File: src/design/irft_pkg.sv
package irft_pkg;

	localparam int unsigned ADDR_W = 32;
	localparam int unsigned LEVEL_W = 8;
	localparam int unsigned HITS_W = 32;
	localparam int unsigned MAX_RANGES = 1024;
	localparam logic [LEVEL_W-1:0] THRESHOLD_RESET = 8'd127;

	typedef enum logic [1:0] {
		FUNC_CLEAR  = 2'd0,
		FUNC_APPEND = 2'd1,
		FUNC_BUILD  = 2'd2,
		FUNC_LOOKUP = 2'd3
	} func_t;

	typedef enum logic [1:0] {
		ST_OK        = 2'd0,
		ST_FULL      = 2'd1,
		ST_NOT_BUILT = 2'd2,
		ST_UNUSED    = 2'd3
	} status_t;

	typedef struct packed {
		logic [1:0]  func;
		logic [31:0] range_start;
		logic [31:0] range_end;
		logic [7:0]  level_value;
		logic        use_default;
		logic [31:0] query_addr;
	} req_t;

	typedef struct packed {
		logic [1:0]  status;
		logic        filtered;
		logic [9:0]  hit_index;
		logic [31:0] hit_total;
		logic [10:0] entry_count;
	} rsp_t;

	typedef struct packed {
		logic [ADDR_W-1:0]  first;
		logic [ADDR_W-1:0]  last;
		logic [LEVEL_W-1:0] level;
		logic [HITS_W-1:0]  hits;
	} entry_t;

	typedef enum logic [4:0] {
		C_NOP,
		C_LATCH,
		C_CLEAR,
		C_APPEND,
		C_BUILD,
		C_SORT_RD,
		C_SORT_KEY,
		C_SORT_CMP,
		C_SORT_PLACE,
		C_MRG_RD,
		C_MRG_LOAD,
		C_MRG_STEP,
		C_MRG_FIN,
		C_LOOK,
		C_SRCH,
		C_SRCH_CMP,
		C_PROBE,
		C_EMIT
	} cmd_t;

	typedef struct packed {
		logic [1:0] func;
		logic       built;
		logic       lt2;
		logic       empty;
		logic       addr_zero;
		logic       sort_move;
		logic       j_one;
		logic       sort_last;
		logic       mrg_last;
		logic       srch_go;
		logic       lo_zero;
		logic       out_busy;
	} dp_status_t;

endpackage

File: src/design/irft_ctrl.sv
module irft_ctrl (
	input  logic                   clk,
	input  logic                   arst_n,
	input  logic                   req_valid,
	input  irft_pkg::dp_status_t   st,
	output irft_pkg::cmd_t         cmd,
	output logic                   idle
);

	typedef enum logic [13:0] {
		S_IDLE       = 14'b00000000000001,
		S_DECODE     = 14'b00000000000010,
		S_SORT_RD    = 14'b00000000000100,
		S_SORT_KEY   = 14'b00000000001000,
		S_SORT_CMP   = 14'b00000000010000,
		S_SORT_PLACE = 14'b00000000100000,
		S_MRG_RD     = 14'b00000001000000,
		S_MRG_LOAD   = 14'b00000010000000,
		S_MRG_STEP   = 14'b00000100000000,
		S_MRG_FIN    = 14'b00001000000000,
		S_SRCH       = 14'b00010000000000,
		S_SRCH_CMP   = 14'b00100000000000,
		S_PROBE      = 14'b01000000000000,
		S_DONE       = 14'b10000000000000
	} state_t;

	state_t state_q, state_d;

	assign idle = (state_q == S_IDLE);

	always_comb begin
		state_d = state_q;
		cmd = irft_pkg::C_NOP;
		unique case (state_q)
			S_IDLE: begin
				if (req_valid) begin
					cmd = irft_pkg::C_LATCH;
					state_d = S_DECODE;
				end
			end
			S_DECODE: begin
				unique case (irft_pkg::func_t'(st.func))
					irft_pkg::FUNC_CLEAR: begin
						cmd = irft_pkg::C_CLEAR;
						state_d = S_DONE;
					end
					irft_pkg::FUNC_APPEND: begin
						cmd = irft_pkg::C_APPEND;
						state_d = S_DONE;
					end
					irft_pkg::FUNC_BUILD: begin
						cmd = irft_pkg::C_BUILD;
						state_d = st.lt2 ? S_DONE : S_SORT_RD;
					end
					irft_pkg::FUNC_LOOKUP: begin
						cmd = irft_pkg::C_LOOK;
						state_d = (!st.built || st.empty || st.addr_zero) ? S_DONE : S_SRCH;
					end
					default: state_d = S_DONE;
				endcase
			end
			S_SORT_RD: begin
				cmd = irft_pkg::C_SORT_RD;
				state_d = S_SORT_KEY;
			end
			S_SORT_KEY: begin
				cmd = irft_pkg::C_SORT_KEY;
				state_d = S_SORT_CMP;
			end
			S_SORT_CMP: begin
				cmd = irft_pkg::C_SORT_CMP;
				if (st.sort_move) begin
					state_d = st.j_one ? S_SORT_PLACE : S_SORT_CMP;
				end else begin
					state_d = st.sort_last ? S_MRG_RD : S_SORT_RD;
				end
			end
			S_SORT_PLACE: begin
				cmd = irft_pkg::C_SORT_PLACE;
				state_d = st.sort_last ? S_MRG_RD : S_SORT_RD;
			end
			S_MRG_RD: begin
				cmd = irft_pkg::C_MRG_RD;
				state_d = S_MRG_LOAD;
			end
			S_MRG_LOAD: begin
				cmd = irft_pkg::C_MRG_LOAD;
				state_d = S_MRG_STEP;
			end
			S_MRG_STEP: begin
				cmd = irft_pkg::C_MRG_STEP;
				state_d = st.mrg_last ? S_MRG_FIN : S_MRG_STEP;
			end
			S_MRG_FIN: begin
				cmd = irft_pkg::C_MRG_FIN;
				state_d = S_DONE;
			end
			S_SRCH: begin
				cmd = irft_pkg::C_SRCH;
				if (st.srch_go) begin
					state_d = S_SRCH_CMP;
				end else begin
					state_d = st.lo_zero ? S_DONE : S_PROBE;
				end
			end
			S_SRCH_CMP: begin
				cmd = irft_pkg::C_SRCH_CMP;
				state_d = S_SRCH;
			end
			S_PROBE: begin
				cmd = irft_pkg::C_PROBE;
				state_d = S_DONE;
			end
			S_DONE: begin
				if (!st.out_busy) begin
					cmd = irft_pkg::C_EMIT;
					state_d = S_IDLE;
				end
			end
			default: state_d = S_IDLE;
		endcase
	end

	always_ff @(posedge clk or negedge arst_n) begin
		if (!arst_n) begin
			state_q <= S_IDLE;
		end else begin
			state_q <= state_d;
		end
	end

endmodule

File: config.mk
export PLATFORM = sky130hd
export DESIGN_NAME = irft_ctrl
export DESIGN_NICKNAME = d
export VERILOG_FILES = /design/src/design/irft_pkg.sv /design/src/design/irft_ctrl.sv
export SDC_FILE = /design/constraint.sdc
export NUM_CORES = 1
export LEC_CHECK = 0
export ABC_AREA = 1
export BUFFER_PORTS_ARGS = -buffer_cell sky130_fd_sc_hd__buf_2
export CORE_ASPECT_RATIO = 0.7
export CORE_MARGIN = 2
export CORE_UTILIZATION = 48
export DETAILED_ROUTE_END_ITERATION = 16
export PLACE_DENSITY_LB_ADDON = 0.12
export SLEW_MARGIN = 20
export SYNTH_ARGS = -nofsm -noshare
export SYNTH_HDL_FRONTEND = slang
export SYNTH_SLANG_ARGS = --single-unit
File: constraint.sdc
create_clock -name clk -period 1.44 [get_ports clk]
set_input_delay 0.288 -clock clk [delete_from_list [all_inputs] [get_ports clk]]
set_output_delay 0.288 -clock clk [all_outputs]
set_load 0.03 [all_outputs]
# After elaboration in Yosys (flattened, before gate mapping)
# Cells that the tools add are included.
[totals] ff_bits=14 wordCells=43 out_inout_bits=6
[classes] mux=16 n_eq_ne=19 n_reduce_logical=7
[op_table] op="14-bit case mux with 13 select lines" n=1
[op_table] op="14-bit 2-to-1 mux" n=6
[op_table] op="5-bit case mux with 14 select lines" n=1
[op_table] op="14-bit case mux with 3 select lines" n=1
[op_table] op="5-bit case mux with 4 select lines" n=1
[op_table] op="14-bit by 1-bit == test with 1-bit output, second input constant" n=1
[op_table] op="14-bit by 10-bit == test with 1-bit output, second input constant" n=1
[op_table] op="14-bit by 11-bit == test with 1-bit output, second input constant" n=1
[op_table] op="14-bit by 12-bit == test with 1-bit output, second input constant" n=1
[op_table] op="14-bit by 13-bit == test with 1-bit output, second input constant" n=1
[op_table] op="14-bit == test, second input constant" n=1
[op_table] op="14-bit by 2-bit == test with 1-bit output, second input constant" n=1
[op_table] op="14-bit by 3-bit == test with 1-bit output, second input constant" n=1
[op_table] op="14-bit by 4-bit == test with 1-bit output, second input constant" n=1
[op_table] op="14-bit by 5-bit == test with 1-bit output, second input constant" n=1
[op_table] op="14-bit by 6-bit == test with 1-bit output, second input constant" n=1
[op_table] op="14-bit by 7-bit == test with 1-bit output, second input constant" n=1
[op_table] op="14-bit by 8-bit == test with 1-bit output, second input constant" n=1
[op_table] op="14-bit by 9-bit == test with 1-bit output, second input constant" n=1
[op_table] op="7-bit 2-to-1 mux" n=2
[op_table] op="10-bit 2-to-1 mux" n=1
[op_table] op="6-bit 2-to-1 mux" n=1
[op_table] op="5-bit 2-to-1 mux" n=1
[op_table] op="2-bit == test, second input constant" n=2
[op_table] op="8 further kinds" n=11

# Longest topological paths before layout
# Gate-level depths: netlist of run 1.
[depth] depth_word=6 ltp_mapped=10 mapped_depth_nobuf=10

# Worst setup path after synthesis of run 1
# No wires, ideal clock.
[synth_path] path_type="flip-flop to output port" from="reg state_q[7]" to="out cmd[3]" arrival_ns=1.708 stages_incl_launch_ff=6 path_slack_ns=-0.556 path_cell_list="dfrtp_1 > nor2_2 > nand2_4 > nor2_2 > nand2_2 > o311ai_1"
[synth_via] elab_chain_len=2 word_cells_on_any_way=15
[synth_rtl] item="from (decl)" line="irft_ctrl.sv:27" rtl="state_t state_q, state_d;"
[synth_rtl] item="from (signal assigned)" line="irft_ctrl.sv:128" rtl="state_q <= state_d;"
[synth_rtl] item="14-bit == test (tied with other cells)" line="irft_ctrl.sv:34" rtl="unique case (state_q)"
[synth_rtl] item="5-bit case mux with 14 select lines *" line="irft_ctrl.sv:34"
[synth_rtl] item="to (decl)" line="irft_ctrl.sv:6" rtl="output irft_pkg::cmd_t cmd,"
# Every way passes the cells marked *; elsewhere a longest branch is shown, timed or not.

# Worst setup path in the final report of run 1
[layout_path] from="reg state_q[11]" to="out cmd[0]"
# The elaborated chain is that of the path after synthesis.

==> results by group, run 1 <==
Die
  – Initial Util: 0.528
  – Die Y: 42.6 µm
  – Std cell rows: 13
  – Area of the core: 1940 µm²
  – Die area: approximately 2500 µm²
  – I/O Pins: 22
  – Die Wd: just under 60 µm

Drt
  – Final WL: 6520 µm
  – Post-route ant nets: 0
  – Initial drt markers: 301
  – DR vias: 1721
  – DR WL/cell: approximately 27 µm
  – Pre-Repair DR Iteration Count: 11
  – Via density: 7.11
  – # DRC: 0

Worst setup path
  – CP startpoint kind: register
  – Req. time, crit path: between 1 and 1.5 ns
  – Reg2reg end: state_q[7]$_DFFE_PN0P_
  – Worst Setup End Kind: output pin
  – Critical Path Sink: cmd[0]
  – CP Max Fanout: 3
  – Critical Path Start: state_q[11]$_DFFE_PN0P_
  – FF-to-FF Start: state_q[11]$_DFFE_PN0P_
  – CP Data Arrival Time: 2.16 ns
  – Reg2Reg Setup Slack: -0.86 ns
  – WS Path Type: reg2out
  – R2R cell count: 13

CTS
  – Clock sinks: 14
  – TritonCTS clock tree: yes
  – Clk buf depth: 2
  – Worst-path clk slew: 0.10 ns
  – CTS H-tree lvls: 1
  – TritonCTS buffer count: 3
  – Clock root buffer: clkbuf_4
  – Clock latency on the worst-skew pair: 0.32 ns

Timing
  – Period minus WS final: 2.44 ns
  – Final hold vios: 0
  – RSZ-0062 raised after global routing: true
  – # setup viols final: 19
  – Relative slew slack: 0.774
  – Worst Clk Skew: ~0.0056 ns
  – Final Cycle Share: 1.70
  – Max Slew Vio Count: 0
  – Fin Setup TNS: -9.71 ns
  – Fmax achieved: 409 MHz
  – Least-Margin Pin Slew: 0.340 ns
  – Final Worst Setup Slack: -1.00 ns

Yosys
  – Area contributors post-synth: dfrtp_1, nor2_1, nand2_1
  – Post-synth top area cell: dfrtp_1
  – Unique cell type count in the Yosys netlist: 23
  – Post-Syn Instances: around 150
  – Synth Area per Inst: 6.91 µm²
  – Post-synth top area share: 0.318
  – YS warnings: 0
  – Cell area after synthesis: 1020 µm²
  – Yosys reg bits: 14
  – Post-Synthesis Net Count: ~160
  – Seq/Total Area, Yosys: 0.344

Layout
  – Layout cells sized above 1: 0.632
  – Top flop regs: state_q x14
  – Cell Count, Final, Fillers Out: 242
  – Final Util: 0.988
  – Area Growth Syn to Fin: 87.1%
  – Final nets: 237
  – Diodes inserted: 0
  – Biggest register: state_q
  – Max reg flops: 14

Global routing
  – Gr usage total: 0.338
  – Initial antenna violation count: 0
  – Largest net degree at the start of global routing: 15
  – Total gr overflow: 0
  – First-pass GRT wire length: 6000 µm
  – Vias in the first global route: 1286

Power
  – Total power: ~2300 µW
  – Worst IR Drop VDD: 0.993 mV
  – Leakage Power: 0.00103 µW
  – Power Density: 1220 nW/µm²

Placement
  – HPWL after detailed placement: 2300 µm
  – GPL Wtd Cong: 0.909
  – Port Buffers: 21
  – Placed Cells: 218

Outcome
  – Status: finished, violations left
  – Failing checks: negative setup slack

Hold path
  – Worst Hold Class: in2reg

Run
  – Max cap viols: 0
power by group:
group | total (µW) | switching, µW | internal [µW]
clock network | 317 | 162 | 155
registers | 491 | 52.1 | 439
logic | 1520 | 919 | 600
cell usage in the layout, fill, tap and decap left out:
master	instances
buf_4	37
inv_1	19
nor2_1	17
nor2_4	15
buf_2	15
nand2_1	14
buf_6	13
dfrtp_1	13
nand2_2	12
nand2_4	10
nand3_1	7
nor2_2	7
nand3_2	5
inv_2	4
nand4_1	3
o21ai_1	3
clkbuf_4	3
nor2_8	2
o21ai_2	2
a21oi_2	2
inv_4	1
clkinvlp_4	1
nand2_8	1
or2_4	1
o311ai_4	1
nor3_4	1
nand3b_1	1
o2111ai_4	1
o22ai_2	1
nor3_1	1
nor3b_1	1
o31ai_4	1
o22ai_1	1
clkbuf_8	1
dlygate4sd3_1	1
buf_12	1
dfstp_2	1
cells by family (layout without fill, tap and decap cells):
logic type | Yosys count | count (layout) | synth area share
AOI/OAI and AO/OA | 12 | 12 | 0.0710
buffers and inverters | 25 | 96 | 0.0918
DFF | 14 | 14 | 0.344
and+or+nand+nor | 97 | 98 | 0.493
metrics by stage:
stage          area, µm²  setup WS (ns)  hold slack [ns]
5_1_grt             1910          -1.01            0.143
4_1_cts             1610         -0.595            0.136
6_report            1910          -1.00            0.151
2_1_floorplan       1070         -0.187         -0.00759
3_3_place_gp        1400         -0.325            0.203
3_5_place_dp        1400         -0.347            0.209
routing by layer:
metal | share of wire | vias up | global-route usage
met4 | 0.13 | 0 | 0.205
li1 | - | 616 | -
met3 | 0.17 | 118 | 0.133
met5 | 0 | - | 0
met2 | 0.39 | 233 | 0.511
met1 | 0.30 | 754 | 0.399
timing repair:
item	in CTS	in global routing
setup buffers	8	12
pin swaps	5	25
hold buffers	1	0
resized for setup	25	61
endpoints found under the hold margin	13	0
cloned	1	0
endpoints found under the setup margin	12	16
synthesized netlist by cell type (all sizes together):
cell	n
o21ai	5
nand4	3
nor3b	1
o2111ai	1
nand2	37
inv	25
a21oi	2
nand3	12
dfrtp	13
dfstp	1
or2	1
nor3	2
o311ai	1
o22ai	2
nand3b	1
o31ai	1
nor2	40
worst min-delay path by stage:
stage | from | to | slack, ns | depth (start not counted)
after floorplan | arst_n | state_q[10]$_DFFE_PN0P_ | -0.008 | 0
after global placement | arst_n | state_q[9]$_DFFE_PN0P_ | 0.20 | 1
after CTS | st[2] | state_q[12]$_DFFE_PN0P_ | 0.14 | 2
final | st[2] | state_q[12]$_DFFE_PN0P_ | 0.15 | 2
after global routing | st[2] | state_q[12]$_DFFE_PN0P_ | 0.14 | 2
after detailed placement | arst_n | state_q[9]$_DFFE_PN0P_ | 0.21 | 1
layout make-up:
| class | count | area, µm² |
|---|---|---|
| repair buffers | 67 | 529 |
| multi-input cells | 110 | 868 |
| fillers | 16 | 22.5 |
| flip-flops and latches | 14 | 352 |
| well taps | 22 | 27.5 |
| inverters | 25 | 100 |
| clock buffers | 4 | 36.3 |
worst max-delay path, cell delays in order (launching register included):
cell	delay, ns
dfrtp_1	0.45
nor2_2	0.28
nand2_4	0.14
buf_4	0.18
nor3_4	0.22
nand3b_1	0.21
nand4_1	0.19
buf_6	0.15
Note: power is estimated with default switching activity, not from simulation.
==> run 2, diff against run 1 <==
CELL_PAD_IN_SITES_DETAIL_PLACEMENT = 0   (was default)
CELL_PAD_IN_SITES_GLOBAL_PLACEMENT = 1   (was default)
CORE_UTILIZATION = 34   (was 48)
GPL_TIMING_DRIVEN = 0   (was default)
==> results by group, run 2 (synthesized netlist as in run 1, its figures left out) <==
Die
  – Die Y: 49.9 µm (was 42.6 µm)
  – Area of the core: 2820 µm² (was 1940 µm²)
  – Die Wd: 69.5 µm (was 59.2 µm)
  – Initial Util: 0.362 (was 0.528)
  – Std cell rows: 16 (was 13)
  – I/O Pins: 22 (unchanged)
  – Die area: 3470 µm² (was 2520 µm²)

Timing
  – Max Slew Vio Count: 0 (unchanged)
  – Fin Setup TNS: -4.05 ns (was -9.71 ns)
  – Relative slew slack: 0.760 (was 0.774)
  – Least-Margin Pin Slew: 0.360 ns (was 0.340 ns)
  – Fmax achieved: 508 MHz (was 409 MHz)
  – # setup viols final: 10 (was 19)
  – Final Worst Setup Slack: -0.527 ns (was -1.00 ns)
  – Final Cycle Share: 1.37 (was 1.70)
  – RSZ-0062 raised after global routing: true (unchanged)
  – Worst Clk Skew: 0.00879 ns (was 0.00559 ns)
  – Period minus WS final: 1.97 ns (was 2.44 ns)
  – Final hold vios: 0 (unchanged)

Worst setup path
  – CP startpoint kind: register (unchanged)
  – Cell mode on critical path: nand2_4
  – Crit path buf inv count: 2 (unchanged)
  – CP Data Arrival Time: 1.68 ns (was 2.16 ns)
  – Slowest cell delay on critical path: 0.42 ns (was 0.45 ns)
  – Top delay family on crit path: simple AND/OR/NAND/NOR gates (unchanged)
  – FF-to-FF Start: state_q[11]$_DFFE_PN0P_ (unchanged)
  – Reg2reg end: state_q[5]$_DFFE_PN0P_ (was state_q[7]$_DFFE_PN0P_)
  – WS Path Type: reg2out (unchanged)
  – Req. time, crit path: 1.15 ns (about the same)
  – Worst path cell trace: nor2_4, nand2_4, nor2_8, nand2_4, o22ai_2, inv_1, nand4_1, buf_6 (was nor2_2, nand2_4, buf_4, nor3_4, nand3b_1, nand4_1, buf_6)
  – CP max stage cell: dfrtp_1 (unchanged)
  – Reg2Reg Setup Slack: -0.50 ns (was -0.86 ns)
  – CP Max Fanout: 8 (was 3)
  – Worst Setup End Kind: output pin (unchanged)
  – R2R cell count: 14 (was 13)
  – CP Depth: 8 (was 7)

Drt
  – DR vias: 1053 (was 1721)
  – Met3 wire len: 125 µm (was 1120 µm)
  – Uppermost layer routed: met4 (unchanged)
  – Pre-Repair DR Iteration Count: 4 (was 11)
  – # DRC: 0 (unchanged)
  – Via density: 4.66 (was 7.11)
  – Routed wl met2: 1140 µm (was 2560 µm)
  – DR WL/cell: 12.4 µm (was 27.0 µm)
  – WL met1: 1500 µm (was 1990 µm)
  – Post-route ant nets: 0 (unchanged)
  – Initial drt markers: 32 (was 301)
  – Final WL: 2810 µm (was 6520 µm)

Layout
  – Layout Cell Area excl Fill: 1590 µm² (was 1910 µm²)
  – Commonest cells after routing, fill and taps aside: nand2_1, inv_1, nor2_1 (was buf_4, inv_1, nor2_1)
  – Diodes inserted: 0 (unchanged)
  – Biggest register: state_q (unchanged)
  – Top flop regs: state_q x14 (unchanged)
  – Area Growth Syn to Fin: 55.9% (was 87.1%)
  – Final nets: 207 (was 237)
  – Max reg flops: 14 (unchanged)
  – Commonest non-fill, non-tap cell in the layout: nand2_1 (was buf_4)
  – Layout cells sized above 1: 0.489 (was 0.632)

Outcome
  – Failing checks: negative setup slack (unchanged)
  – Status: finished, violations left (unchanged)

Global routing
  – Vias in the first global route: 999 (was 1286)
  – First-pass GRT wire length: 4550 µm (was 6000 µm)
  – Gr usage total: 0.176 (was 0.338)
  – Total gr overflow: 0 (unchanged)
  – Initial antenna violation count: 0 (unchanged)
  – Largest net degree at the start of global routing: 15 (unchanged)

CTS
  – Clk buf depth: 2 (unchanged)
  – TritonCTS clock tree: yes (unchanged)
  – CTS H-tree lvls: 1 (unchanged)
  – Clock root buffer: clkbuf_8 (was clkbuf_4)
  – Worst-path clk slew: 0.07 ns (was 0.10 ns)
  – Clock latency on the worst-skew pair: 0.26 ns (was 0.32 ns)
  – Clock sinks: 14 (unchanged)
  – TritonCTS buffer count: 3 (unchanged)

Placement
  – HPWL after detailed placement: 2090 µm (was 2300 µm)
  – Port Buffers: 21 (unchanged)
  – Worst Setup Slack post-DPL: -0.404 ns (was -0.347 ns)
  – GPL Wtd Cong: 0.888 (was 0.909)
  – Placed instance area: 1220 µm² (was 1400 µm²)

Run
  – Max cap viols: 0 (unchanged)

Power
  – Leakage Power: 0.000878 µW (was 0.00103 µW)
  – Worst IR Drop VDD: 0.732 mV (was 0.993 mV)
  – Power Density: 1170 nW/µm² (was 1220 nW/µm²)

Hold path
  – Worst Hold Class: in2reg (unchanged)
  – Hold_sp: st[1] (was st[2])
  – Hold Path Stages: 2 (unchanged)
  – Hold endpoint: state_q[12]$_DFFE_PN0P_ (unchanged)
==> run 2: cell count changes in the layout (fill, tap and decap cells not counted), moves of 3 or more <==
cell,before,now
nor2_4,15,9
nand3_2,5,2
nand2_2,12,6
nand2_1,14,22
clkbuf_8,1,4
clkbuf_4,3,0
buf_4,37,14
buf_6,13,8
nor2_1,17,21
==> run 2: layout make-up <==
type	instances	area (µm²)
fill	276	1230
multi-input combinational	109	762
sequential	14	352
timing repair buffer	38	280
inverter	25	100
clock buffer	4	55.1
tap	36	45.0
==> run 2: worst max-delay path by stage <==
| stage | from | end | slack [ns] |
|---|---|---|---|
| floorplan | state_q[10]$_DFFE_PN0P_ | cmd[0] | -0.19 |
| global placement | state_q[2]$_DFFE_PN0P_ | cmd[3] | -0.40 |
| detailed placement | state_q[2]$_DFFE_PN0P_ | cmd[3] | -0.40 |
| CTS | state_q[8]$_DFFE_PN0P_ | cmd[0] | -0.55 |
| global route | state_q[11]$_DFFE_PN0P_ | cmd[0] | -0.62 |
| finish | state_q[11]$_DFFE_PN0P_ | cmd[0] | -0.53 |
==> run 2: what timing repair did <==
action,in CTS,in global routing
pin swaps,12,10
setup endpoints to repair,10,13
hold endpoints to repair,13,0
hold buffers,1,0
gates cloned,0,0
gates resized for setup,40,12
setup buffers,12,4
==> run 2: per-layer routing <==
layer / global-route usage / vias up
li1: - / 551
met4: 0.0686 / 0
met2: 0.263 / 24
met5: 0 / -
met1: 0.243 / 473
met3: 0.0470 / 5
==> run 2: through the flow <==
stage                     power [µW]  hold WS (ns)  utilization  instances
final                           1860         0.189        0.565        226
after global placement          1200         0.209        0.432        205
after detailed placement        1200         0.213        0.432        205
after floorplan                 1040      -0.00759            -        148
after global routing            1990         0.192        0.565        226
after CTS                       1850         0.194        0.538        222
==> run 2: power by group <==
part           total, µW  switching (µW)  internal (µW)
clock network        401             158            243
logic                994             617            378
registers            467            27.9            439
total               1860             802           1060
